## src/rtl/tgi_pkg.sv

```systemverilog
// Shared constants, codes and control types of the trilinear grid interpolator.
`timescale 1ns / 1ps
package tgi_pkg;

  localparam int MAX_NODES_DEF = 16;
  localparam int VALUE_BITS_DEF = 32;
  localparam int SAMPLE_DEPTH = 4096;
  localparam int SMP_AW = 12;
  localparam int WGT_W = 17;
  localparam logic [WGT_W-1:0] ONE_Q16 = 17'h10000;
  localparam int CNT_W = 5;
  localparam int CFG_IDX_W = 2;
  localparam int DIV_STEPS = 16;

  localparam logic [2:0] OP_WR_X = 3'd0;
  localparam logic [2:0] OP_WR_Y = 3'd1;
  localparam logic [2:0] OP_WR_Z = 3'd2;
  localparam logic [2:0] OP_WR_SAMPLE = 3'd3;
  localparam logic [2:0] OP_QUERY = 3'd4;

  localparam logic [CFG_IDX_W-1:0] CFG_X_COUNT = 2'd0;
  localparam logic [CFG_IDX_W-1:0] CFG_Y_COUNT = 2'd1;
  localparam logic [CFG_IDX_W-1:0] CFG_Z_COUNT = 2'd2;

  localparam logic [1:0] AXIS_X = 2'd0;
  localparam logic [1:0] AXIS_Y = 2'd1;
  localparam logic [1:0] AXIS_Z = 2'd2;

  typedef enum logic [4:0] {
    CMD_IDLE,
    CMD_AXIS_FIRST,
    CMD_FIRST_CHK,
    CMD_LAST_CHK,
    CMD_MID_RD,
    CMD_MID_CHK,
    CMD_RD_LO,
    CMD_RD_HI,
    CMD_DIV_INIT,
    CMD_DIV_STEP,
    CMD_AXIS_END,
    CMD_BASE1,
    CMD_BASE2,
    CMD_BL_RDA,
    CMD_BL_RDB,
    CMD_BL_SUB,
    CMD_BL_MUL,
    CMD_BL_ADD,
    CMD_FINISH
  } cmd_e;

  typedef struct packed {
    logic grid_bad;
    logic q_le_rd;
    logic q_ge_rd;
    logic search_done;
    logic div_busy;
    logic last_axis;
    logic last_blend;
    logic can_publish;
  } dp_status_t;

endpackage

```

## src/rtl/tgi_ctrl.sv

```systemverilog
// Sequencing state machine: search, weight division and blend phases.
`timescale 1ns / 1ps
module tgi_ctrl
  import tgi_pkg::*;
(
  input  logic       clk_i,
  input  logic       rst_ni,
  input  logic       query_start_i,
  input  dp_status_t status_i,
  output cmd_e       cmd_o,
  output logic       in_ready_o
);

  typedef enum logic [4:0] {
    ST_IDLE, ST_FIRST, ST_FIRST_CHK, ST_LAST_CHK, ST_MID, ST_MID_CHK, ST_RD_LO,
    ST_RD_HI, ST_DIV_INIT, ST_DIV, ST_AXIS_END, ST_BASE1, ST_BASE2, ST_BL_RDA,
    ST_BL_RDB, ST_BL_SUB, ST_BL_MUL, ST_BL_ADD, ST_FINISH
  } state_e;

  state_e state_q;
  cmd_e   cmd_q;
  logic   ready_q;

  always_ff @(posedge clk_i or negedge rst_ni) begin
    if (!rst_ni) begin
      state_q <= ST_IDLE;
      cmd_q   <= CMD_IDLE;
      ready_q <= 1'b1;
    end else begin
      unique case (state_q)
        ST_IDLE: begin
          if (query_start_i) begin
            ready_q <= 1'b0;
            if (status_i.grid_bad) begin
              state_q <= ST_FINISH;
              cmd_q   <= CMD_FINISH;
            end else begin
              state_q <= ST_FIRST;
              cmd_q   <= CMD_AXIS_FIRST;
            end
          end
        end
        ST_FIRST: begin
          state_q <= ST_FIRST_CHK;
          cmd_q   <= CMD_FIRST_CHK;
        end
        ST_FIRST_CHK: begin
          if (status_i.q_le_rd) begin
            state_q <= ST_RD_LO;
            cmd_q   <= CMD_RD_LO;
          end else begin
            state_q <= ST_LAST_CHK;
            cmd_q   <= CMD_LAST_CHK;
          end
        end
        ST_LAST_CHK: begin
          if (status_i.q_ge_rd) begin
            state_q <= ST_RD_LO;
            cmd_q   <= CMD_RD_LO;
          end else begin
            state_q <= ST_MID;
            cmd_q   <= CMD_MID_RD;
          end
        end
        ST_MID: begin
          if (status_i.search_done) begin
            state_q <= ST_RD_LO;
            cmd_q   <= CMD_RD_LO;
          end else begin
            state_q <= ST_MID_CHK;
            cmd_q   <= CMD_MID_CHK;
          end
        end
        ST_MID_CHK: begin
          state_q <= ST_MID;
          cmd_q   <= CMD_MID_RD;
        end
        ST_RD_LO: begin
          state_q <= ST_RD_HI;
          cmd_q   <= CMD_RD_HI;
        end
        ST_RD_HI: begin
          state_q <= ST_DIV_INIT;
          cmd_q   <= CMD_DIV_INIT;
        end
        ST_DIV_INIT: begin
          state_q <= ST_DIV;
          cmd_q   <= CMD_DIV_STEP;
        end
        ST_DIV: begin
          if (!status_i.div_busy) begin
            state_q <= ST_AXIS_END;
            cmd_q   <= CMD_AXIS_END;
          end
        end
        ST_AXIS_END: begin
          if (status_i.last_axis) begin
            state_q <= ST_BASE1;
            cmd_q   <= CMD_BASE1;
          end else begin
            state_q <= ST_FIRST;
            cmd_q   <= CMD_AXIS_FIRST;
          end
        end
        ST_BASE1: begin
          state_q <= ST_BASE2;
          cmd_q   <= CMD_BASE2;
        end
        ST_BASE2: begin
          state_q <= ST_BL_RDA;
          cmd_q   <= CMD_BL_RDA;
        end
        ST_BL_RDA: begin
          state_q <= ST_BL_RDB;
          cmd_q   <= CMD_BL_RDB;
        end
        ST_BL_RDB: begin
          state_q <= ST_BL_SUB;
          cmd_q   <= CMD_BL_SUB;
        end
        ST_BL_SUB: begin
          state_q <= ST_BL_MUL;
          cmd_q   <= CMD_BL_MUL;
        end
        ST_BL_MUL: begin
          state_q <= ST_BL_ADD;
          cmd_q   <= CMD_BL_ADD;
        end
        ST_BL_ADD: begin
          if (status_i.last_blend) begin
            state_q <= ST_FINISH;
            cmd_q   <= CMD_FINISH;
          end else begin
            state_q <= ST_BL_RDA;
            cmd_q   <= CMD_BL_RDA;
          end
        end
        ST_FINISH: begin
          if (status_i.can_publish) begin
            state_q <= ST_IDLE;
            cmd_q   <= CMD_IDLE;
            ready_q <= 1'b1;
          end
        end
        default: begin
          state_q <= ST_IDLE;
          cmd_q   <= CMD_IDLE;
          ready_q <= 1'b1;
        end
      endcase
    end
  end

  assign cmd_o      = cmd_q;
  assign in_ready_o = ready_q;

endmodule

```

## config.mk

```make
export PLATFORM = sky130hd
export DESIGN_NAME = tgi_ctrl
export DESIGN_NICKNAME = d
export VERILOG_FILES = /design/src/rtl/tgi_pkg.sv /design/src/rtl/tgi_ctrl.sv
export SDC_FILE = /design/constraint.sdc
export NUM_CORES = 1
export LEC_CHECK = 0
export ABC_CLOCK_PERIOD_IN_PS = 1540
export BUFFER_PORTS_ARGS = -buffer_cell sky130_fd_sc_hd__buf_2
export CORE_AREA = 3 3 40 42
export DETAILED_ROUTE_END_ITERATION = 7
export DIE_AREA = 0 0 43 45
export PLACE_DENSITY = 0.71
export SETUP_SLACK_MARGIN = 0.02
export SYNTH_ARGS = -nofsm -noshare
export SYNTH_HDL_FRONTEND = slang
export SYNTH_SLANG_ARGS = --single-unit
```

## constraint.sdc

```tcl
create_clock -name clk_i -period 1.54 [get_ports clk_i]
set_input_delay 0.154 -clock clk_i [delete_from_list [all_inputs] [get_ports clk_i]]
set_output_delay 0.154 -clock clk_i [all_outputs]
set_load 0.02 [all_outputs]
```

==> flow_metrics.env, run 1 <==
export IMPL_hold_violations=0
export IMPL_drt_first_pass_iters=4
export IMPL_grt_pass1_wl_microns=2630
export IMPL_synth_top_area_cell="dfrtp_1"
export IMPL_final_cell_count_no_fill=110
export IMPL_final_max_slew_viol_count=0
export IMPL_peakVddDrop_mv=1.33
export IMPL_violations="setup timing"
export IMPL_yosys_area_share_adder=0
export IMPL_synth_edff_count=0
export IMPL_layout_min_cycle_time_ps=1550
export IMPL_synth_top_family_by_area="simple AND/OR/NAND/NOR gates"
export IMPL_synth_cell_types=35
export IMPL_crit_path_end_kind="flop"
export IMPL_r2r_slack_ps=-9
export IMPL_utilization=0.615
export IMPL_synth_area_leaders="dfrtp_1 23%, dfstp_2 4.8%, nand2b_1 4.6%"
export IMPL_syn_to_final_growth_pct=45.0
export IMPL_fillers=115
export IMPL_antenna_cells=0
export IMPL_clk_latency_ps=260
export IMPL_placed_cell_area_sq_um=707
export IMPL_grt_pass1_vias=592
export IMPL_die_area_sq_mm=0.00194
export IMPL_crit_fanout=3
export IMPL_synth_top_cells_by_count="6 x nor2_1, 5 x clkbuf_1, 5 x dfrtp_1, 5 x o21ai_0, 4 x nand2b_1"
export IMPL_crit_required_ps=1730
export IMPL_drcViolationCount=0
export IMPL_cts_htree_levels=1
export IMPL_port_buffers=16
export IMPL_die_width_microns=43
export IMPL_clkTransAtPathRegs_ps=50
export IMPL_slowest_delay_ps=470
export IMPL_dp_hpwl_microns=1260
export IMPL_dieHeight_microns=45
export IMPL_syn_area_sq_um=546
export IMPL_yosysMostFrequentCell="nor2_1"
export IMPL_fin_nets=107
export IMPL_core_sq_mm=0.00128
export IMPL_drv_cap=0
export IMPL_status="finished, violations left"
export IMPL_drive_above_1_share=0.453
export IMPL_hp_class="input port to flop"
export IMPL_drtAntennaViolNets=0
export IMPL_setup_violations=1
export IMPL_fin_total_pwr_mw=1.77
export IMPL_slowest_stage="or4b_1"
export IMPL_grt_total_usage=0.183
export IMPL_synth_compound_area_share=0.291
export IMPL_synthMuxAreaShare=0
export IMPL_cts_tree="built"
export IMPL_yosys_warnings=0
export IMPL_start_util=0.425
export IMPL_crit_buf_inv=0
export IMPL_routabilityCongestion=0.859
export IMPL_tightestPinTransition_ps=366
export IMPL_fin_crit_sh=1.01
export IMPL_drt_iter0_markers=28
export IMPL_synth_xor_xnor_area_share=0.0161
export IMPL_clockRootBuffer="clkbuf_4"
export IMPL_seq_area_frac_synth=0.278
export IMPL_grt_remaining_overflow=0
export IMPL_tns_ps=-8.62
export IMPL_io_pins=17
export IMPL_synth_avg_cell_area_sq_um=8.14
export IMPL_path_cells="or3_4, or4b_1, a22o_1"
export IMPL_p_leak_nw=0.355
export IMPL_fin_area_sq_um=791
export IMPL_startpoint_type="flop"
export IMPL_cts_buffer_depth=2
export IMPL_netlist_area_leader_share=0.229
export IMPL_crit_arrival_ps=1740
export IMPL_synth_flop_cell="dfrtp_1"
export IMPL_synthCells=67
export IMPL_vias=623
export IMPL_async_reset_ff_frac=1.00
export IMPL_synth_seq_cells=6
export IMPL_syn_nets=78
export IMPL_rows=13
export IMPL_rsz0062_at_grt="yes"
export IMPL_drt_wl_total_microns=1700
export IMPL_grt_antenna_before_repair=0
export IMPL_relSlewSlack=0.754
export IMPL_criticalPathCategory="flop to flop"
export IMPL_fmax_mhz=646
export IMPL_placed_cells=103
export IMPL_clock_sinks=6
export IMPL_fin_ws_ps=-8.62
export IMPL_wl_per_cell_microns=15.4
export IMPL_fin_skew_ps=8.46
export IMPL_power_density_mw_per_mm2=2240
export IMPL_cts_buffers=3
export IMPL_path_delay_family="simple AND/OR/NAND/NOR gates"
export IMPL_viasPerCell=5.66
export IMPL_yosys_area_share_simple=0.339
export IMPL_grt_max_degree=11
[worst min-delay path, delay by kind of cell]
kind                   cells  cell delay, ps
buffers and inverters      1             100
AO/OA/AOI/OAI              2             200
[area by class of cell]
| class | count | area (sq um) | area share |
|---|---|---|---|
| Timing Repair Buffer | 30 | 188 | 0.237 |
| Tap cell | 15 | 18.8 | 0.0237 |
| Inverter | 3 | 11.3 | 0.0142 |
| Multi-Input combinational cell | 52 | 392 | 0.495 |
| Sequential cell | 6 | 155 | 0.196 |
| Clock buffer | 4 | 26.3 | 0.0332 |
[power breakdown]
part / internal [mW] / leakage, nW / switching, mW
clock: 0.0991 / 0.0150 / 0.0707
sequential: 0.254 / 0.0699 / 0.0805
combinational: 0.595 / 0.270 / 0.667
[placed cells by master, fill, tap and decap left out, drive strengths merged, types with 3 or more instances in the layout]
cell,n
o21ai,5
buf,29
nand2,3
nand2b,4
a21oi,3
inv,3
dfrtp,5
nor2,6
clkbuf,4
[per-layer routing]
| layer | GRT usage | wire length (microns) |
|---|---|---|
| met3 | 0.0398 | 79 |
| met2 | 0.317 | 891 |
| met1 | 0.216 | 703 |
| met4 | 0.0843 | 23 |
| met5 | 0 | 0 |
[kinds of logic (layout without fill, tap and decap cells)]
kind of cell | Yosys count | after routing
xor+xnor | 1 | 1
buf+inv | 9 | 37
compound gates | 23 | 23
simple gates | 28 | 28
flops | 6 | 6
[through the flow]
step           setup slack [ps]  hold slack, ps
3_5_place_dp              -26.3           -17.8
3_3_place_gp               16.5           -20.4
4_1_cts                   -6.77             239
6_report                  -8.62             232
5_1_grt                   -45.3             241
2_1_floorplan              -112            -142
[what timing repair did]
item,4_1_cts,5_1_grt
hold endpoints to repair,6,0
endpoints found under the setup margin,4,4
resized for setup,2,5
buffers inserted,0,2
pin swaps,0,4
hold buffers,1,0
[registers in the layout, indices dropped and copies added, names as in the netlist]
name / cells
in_ready_o: 1
cmd_o: 5
[worst paths after layout]
| check | depth (start not counted) | end | start |
|---|---|---|---|
| max | 3 | in_ready_o | cmd_o[3] |
| min | 3 | cmd_o[1] | query_start_i |
| max reg2reg | 3 | in_ready_o | cmd_o[3] |
| min reg2reg | 1 | in_ready_o | in_ready_o |
| max in group asynchronous | 2 | in_ready_o | rst_ni |
| min in group asynchronous | 2 | cmd_o[4] | rst_ni |
Power figures use the tool's default switching activity.
==> inputs of run 2 (changes only) <==
Settings changed: CORE_AREA 3 3 40 42 to 3 3 60 46, DIE_AREA 0 0 43 45 to 0 0 63 49, PLACE_DENSITY 0.71 to 0.47.
==> run 2 against run 1 <==
Against the previous run: core utilization is 23 points lower; via count up 3.2%; power is 2.9% higher; non-clock buffer count is the same; wire length up 8.2%; highest routed layer unchanged; combinational power up 4%; the run still ends with setup timing left; first-iteration DRC count grew 54%; sequential power hardly changed; cell area rose by 5.2%.
==> flow_metrics.env, run 2 (same netlist as run 1, synthesis figures left out) <==
export IMPL_status="finished, violations left"
export IMPL_violations="setup timing"
export IMPL_die_width_microns=63
export IMPL_crit_start="cmd_o[3]"
export IMPL_drt_iter0_markers=43
export IMPL_rows=14
export IMPL_mostFrequentLayoutCell="buf_2"
export IMPL_vias=643
export IMPL_seq_area_sq_um=155
export IMPL_final_max_slew_viol_count=0
export IMPL_fin_nets=107
export IMPL_final_cell_count_no_fill=127
export IMPL_drt_wl_total_microns=1840
export IMPL_io_pins=17
export IMPL_fin_ws_ps=-46.3
export IMPL_drt_first_pass_iters=4
export IMPL_placed_cell_area_sq_um=736
export IMPL_hp_class="input port to flop"
export IMPL_setup_violations=1
export IMPL_die_area_sq_mm=0.00309
export IMPL_fmax_mhz=630
export IMPL_port_buffers=16
export IMPL_fin_crit_sh=1.03
export IMPL_viasPerCell=5.06
export IMPL_relSlewSlack=0.654
export IMPL_dieHeight_microns=49
export IMPL_tightestPinTransition_ps=513
export IMPL_antenna_cells=0
export IMPL_fin_area_sq_um=832
export IMPL_fillers=231
export IMPL_grt_pass1_wl_microns=2950
export IMPL_routabilityCongestion=0.771
export IMPL_peakVddDrop_mv=0.715
export IMPL_fin_skew_ps=8.02
export IMPL_wl_per_cell_microns=14.5
export IMPL_crit_path_end_kind="flop"
export IMPL_crit_fanout=3
export IMPL_drv_cap=0
export IMPL_crit_required_ps=1720
export IMPL_min_delay_start="status_i[0]"
export IMPL_clkTransAtPathRegs_ps=60
export IMPL_grt_total_usage=0.126
export IMPL_startpoint_type="flop"
export IMPL_grt_max_degree=16
export IMPL_dp_hpwl_microns=1360
export IMPL_layout_common_cells="16 x buf_2, 13 x buf_4, 6 x nor2_1"
export IMPL_clk_latency_ps=260
export IMPL_grt_antenna_before_repair=0
export IMPL_drcViolationCount=0
export IMPL_criticalPathCategory="flop to flop"
export IMPL_cts_buffers=3
export IMPL_clockRootBuffer="clkbuf_4"
export IMPL_syn_to_final_growth_pct=52.5
export IMPL_r2r_start="cmd_o[3]"
export IMPL_cts_htree_levels=1
export IMPL_crit_arrival_ps=1770
export IMPL_cts_buffer_depth=2
export IMPL_dp_slack_ps=-11.9
export IMPL_start_util=0.253
export IMPL_placed_cells=121
export IMPL_grt_remaining_overflow=0
export IMPL_hold_violations=0
export IMPL_drive_above_1_share=0.463
export IMPL_fin_total_pwr_mw=1.82
export IMPL_multiInputGateArea_sq_um=412
export IMPL_grt_pass1_vias=599
export IMPL_p_leak_nw=0.361
export IMPL_power_density_mw_per_mm2=2190
export IMPL_clock_sinks=6
export IMPL_rsz0062_at_grt="yes"
export IMPL_drtAntennaViolNets=0
export IMPL_layout_min_cycle_time_ps=1590
export IMPL_largest_reg_flops=5
export IMPL_core_sq_mm=0.00215
export IMPL_cts_tree="built"
run 2: critical path, cell delays in order, from the launching register on:
cell	delay, ps
dfrtp_2	410
or3_4	400
or4b_1	480
a22o_1	220
run 2: power breakdown:
part	switching, mW	internal [mW]	total [mW]
clock network	0.0733	0.0992	0.173
logic	0.690	0.620	1.31
registers	0.0827	0.254	0.337
run 2: per-layer routing:
metal  global-route usage  vias to the layer above  routed length [microns]
met5                    0                        -                        0
met3               0.0369                        4                      184
met1                0.175                      293                      818
li1                     -                      309                        -
met2                0.166                       37                      791
met4               0.0769                        0                       44
run 2: metrics by stage:
| step | hold slack, ps | util | TNS, ps |
|---|---|---|---|
| finish | 221 | 0.386 | -46.3 |
| global route | 216 | 0.386 | -132 |
| CTS | 220 | 0.372 | -38.1 |
| detailed placement | -11.1 | 0.341 | -26.1 |
| global placement | -15.6 | 0.341 | -37.4 |
| floorplan | -142 | - | -118 |
run 2: what timing repair did:
item | CTS | global route
setup endpoints to repair | 4 | 5
gates cloned | 0 | 0
pin swaps | 2 | 2
setup buffers | 1 | 0
resized for setup | 3 | 7
hold buffers | 1 | 0
endpoints found under the hold margin | 6 | 0
run 2: area by class of cell:
type / instances / area share
clock buffers: 4 / 0.0316
inverters: 3 / 0.0135
multi-input cells: 52 / 0.495
flip-flops and latches: 6 / 0.186
well taps: 32 / 0.0481
repair buffers: 30 / 0.226
run 2: path summary, 6_finish.rpt:
| check | endpoint | slack (ps) | depth (start not counted) |
|---|---|---|---|
| min in group asynchronous | cmd_o[3] | 240 | 2 |
| setup reg to reg | in_ready_o | -50 | 3 |
| hold / removal | cmd_o[1] | 220 | 3 |
| max in group asynchronous | in_ready_o | 1070 | 2 |
| setup / recovery | in_ready_o | -50 | 3 |
| hold reg to reg | in_ready_o | 590 | 1 |
==> inputs of run 3 (changes only) <==
Settings changed: ABC_CLOCK_PERIOD_IN_PS 1540 to 1750, BUFFER_PORTS_ARGS -buffer_cell sky130_fd_sc_hd__buf_2 to default, DONT_BUFFER_PORTS from default to 1, PLACE_DENSITY 0.47 to 0.39.
Clock period 1.54 ns to 1.75 ns, I/O delays scaled along.
==> run 3 against run 2 <==
Against the previous run: the flow now finishes without violations; via count decreased by 16%; core utilization down 6.7 points; first-iteration DRC count down 63%; sequential power is 3% lower; sequential share of layout area grew 3.7 points; clock power fell by 17%; count of clock-buffer cells in the layout unchanged; critical path depth unchanged; setup slack improved by 180 ps; combinational power fell by 31%; global-route usage fell by 2.0 points; largest power group unchanged.
==> flow_metrics.env, run 3 (same netlist as run 1, synthesis figures left out) <==
export IMPL_status="complete, no violations"
export IMPL_drive_above_1_share=0.250
export IMPL_crit_arrival_ps=1800
export IMPL_peakVddDrop_mv=0.889
export IMPL_clockRootBuffer="clkbuf_4"
export IMPL_drt_iter0_markers=16
export IMPL_setup_violations=0
export IMPL_rows=14
export IMPL_p_comb_frac=0.658
export IMPL_clockPowerShare=0.104
export IMPL_placed_cell_area_sq_um=644
export IMPL_criticalPathCategory="flop to flop"
export IMPL_grt_pass1_wl_microns=2550
export IMPL_drt_first_pass_iters=4
export IMPL_drv_cap=0
export IMPL_fin_skew_ps=5.75
export IMPL_hp_class="input port to flop"
export IMPL_netSwitchingFraction=0.454
export IMPL_start_util=0.253
export IMPL_dieHeight_microns=49
export IMPL_die_area_sq_mm=0.00309
export IMPL_clk_latency_ps=250
export IMPL_syn_to_final_growth_pct=26.1
export IMPL_post_cts_buffers=0
export IMPL_viasPerCell=5.02
export IMPL_fin_nets=88
export IMPL_min_path_cells=2
export IMPL_io_pins=17
export IMPL_cts_htree_levels=1
export IMPL_cts_buffers=3
export IMPL_power_density_mw_per_mm2=1990
export IMPL_reg2reg_depth=3
export IMPL_cts_buffer_depth=2
export IMPL_p_seq_frac=0.237
export IMPL_min_delay_start="status_i[0]"
export IMPL_dp_hpwl_microns=1170
export IMPL_port_buffers=0
export IMPL_fin_total_pwr_mw=1.37
export IMPL_drcViolationCount=0
export IMPL_cts_tree="built"
export IMPL_crit_start="cmd_o[2]"
export IMPL_p_leak_nw=0.265
export IMPL_core_sq_mm=0.00215
export IMPL_startpoint_type="flop"
export IMPL_clkTransAtPathRegs_ps=50
export IMPL_layout_min_cycle_time_ps=1620
export IMPL_tightestPinTransition_ps=352
export IMPL_grt_antenna_before_repair=0
export IMPL_wl_per_cell_microns=14.0
export IMPL_layout_common_cells="9 x buf_4, 6 x nor2_1, 5 x o21ai_0"
export IMPL_fin_area_sq_um=688
export IMPL_grt_remaining_overflow=0
export IMPL_tns_ps=0
export IMPL_crit_fanout=4
export IMPL_hold_violations=0
export IMPL_rsz0062_at_grt="no"
export IMPL_intPower_uw=750
export IMPL_crit_required_ps=1930
export IMPL_power_switching_uw=623
export IMPL_vias=542
export IMPL_drt_wl_total_microns=1510
export IMPL_crit_path_end_kind="flop"
export IMPL_grt_max_degree=15
export IMPL_r2r_slack_ps=130
export IMPL_relSlewSlack=0.762
export IMPL_r2r_start="cmd_o[2]"
export IMPL_die_width_microns=63
export IMPL_drtAntennaViolNets=0
export IMPL_fmax_mhz=618
export IMPL_r2r_end="in_ready_o"
export IMPL_fin_crit_sh=0.925
export IMPL_grt_pass1_vias=515
export IMPL_antenna_cells=0
export IMPL_grt_total_usage=0.105
export IMPL_fin_ws_ps=131
export IMPL_dp_slack_ps=149
export IMPL_mostFrequentLayoutCell="buf_4"
export IMPL_cp_endpoint="in_ready_o"
export IMPL_routabilityCongestion=0.758
export IMPL_clock_sinks=6
export IMPL_fin_hold_ws_ps=145
export IMPL_largest_reg_flops=5
export IMPL_final_max_slew_viol_count=0
run 3: how the worst min path moves through the flow:
stage / endpoint / slack [ps]
finish: cmd_o[1] / 140
detailed placement: cmd_o[0] / -120
global placement: cmd_o[0] / -120
floorplan: cmd_o[0] / -120
CTS: cmd_o[4] / 140
global route: cmd_o[1] / 140
run 3: through the flow:
| step | utilization | cells |
|---|---|---|
| 2_1_floorplan | - | 67 |
| 3_3_place_gp | 0.299 | 103 |
| 3_5_place_dp | 0.299 | 103 |
| 4_1_cts | 0.316 | 108 |
| 5_1_grt | 0.319 | 108 |
| 6_report | 0.319 | 108 |
run 3: timing repair:
item,4_1_cts,5_1_grt
endpoints found under the setup margin,0,3
resized for setup,0,2
hold endpoints to repair,6,0
hold buffers,1,0
run 3: worst max-delay path: stages (launching register included):
cell     delay (ps)
dfrtp_1         410
or3_4           390
or4b_1          500
a22o_1          240
run 3: power groups by stage:
stage	Combinational (mW)	Clock (mW)	Sequential (mW)
after detailed placement	0.895	0	0.324
final	0.904	0.143	0.326
after CTS	0.905	0.147	0.324
after global placement	0.907	0	0.332
after global routing	1.01	0.162	0.335
after floorplan	0.565	0	0.359
run 3: area by class of cell:
type / count / area (sq um)
Clock buffer: 4 / 26.3
Inverter: 3 / 11.3
Tap cell: 32 / 40.0
Timing Repair Buffer: 11 / 97.6
Sequential cell: 6 / 154
Fill cell: 231 / 1470
Multi-Input combinational cell: 52 / 359
run 3: metal layers:
layer | vias up | track usage | part of all wire | wire length, microns
met4 | 0 | 0.0220 | 0 | 0
met1 | 254 | 0.155 | 0.51 | 765
met5 | - | 0 | 0 | 0
met3 | 0 | 0.0484 | 0.076 | 115
met2 | 18 | 0.137 | 0.42 | 629
li1 | 270 | - | - | -
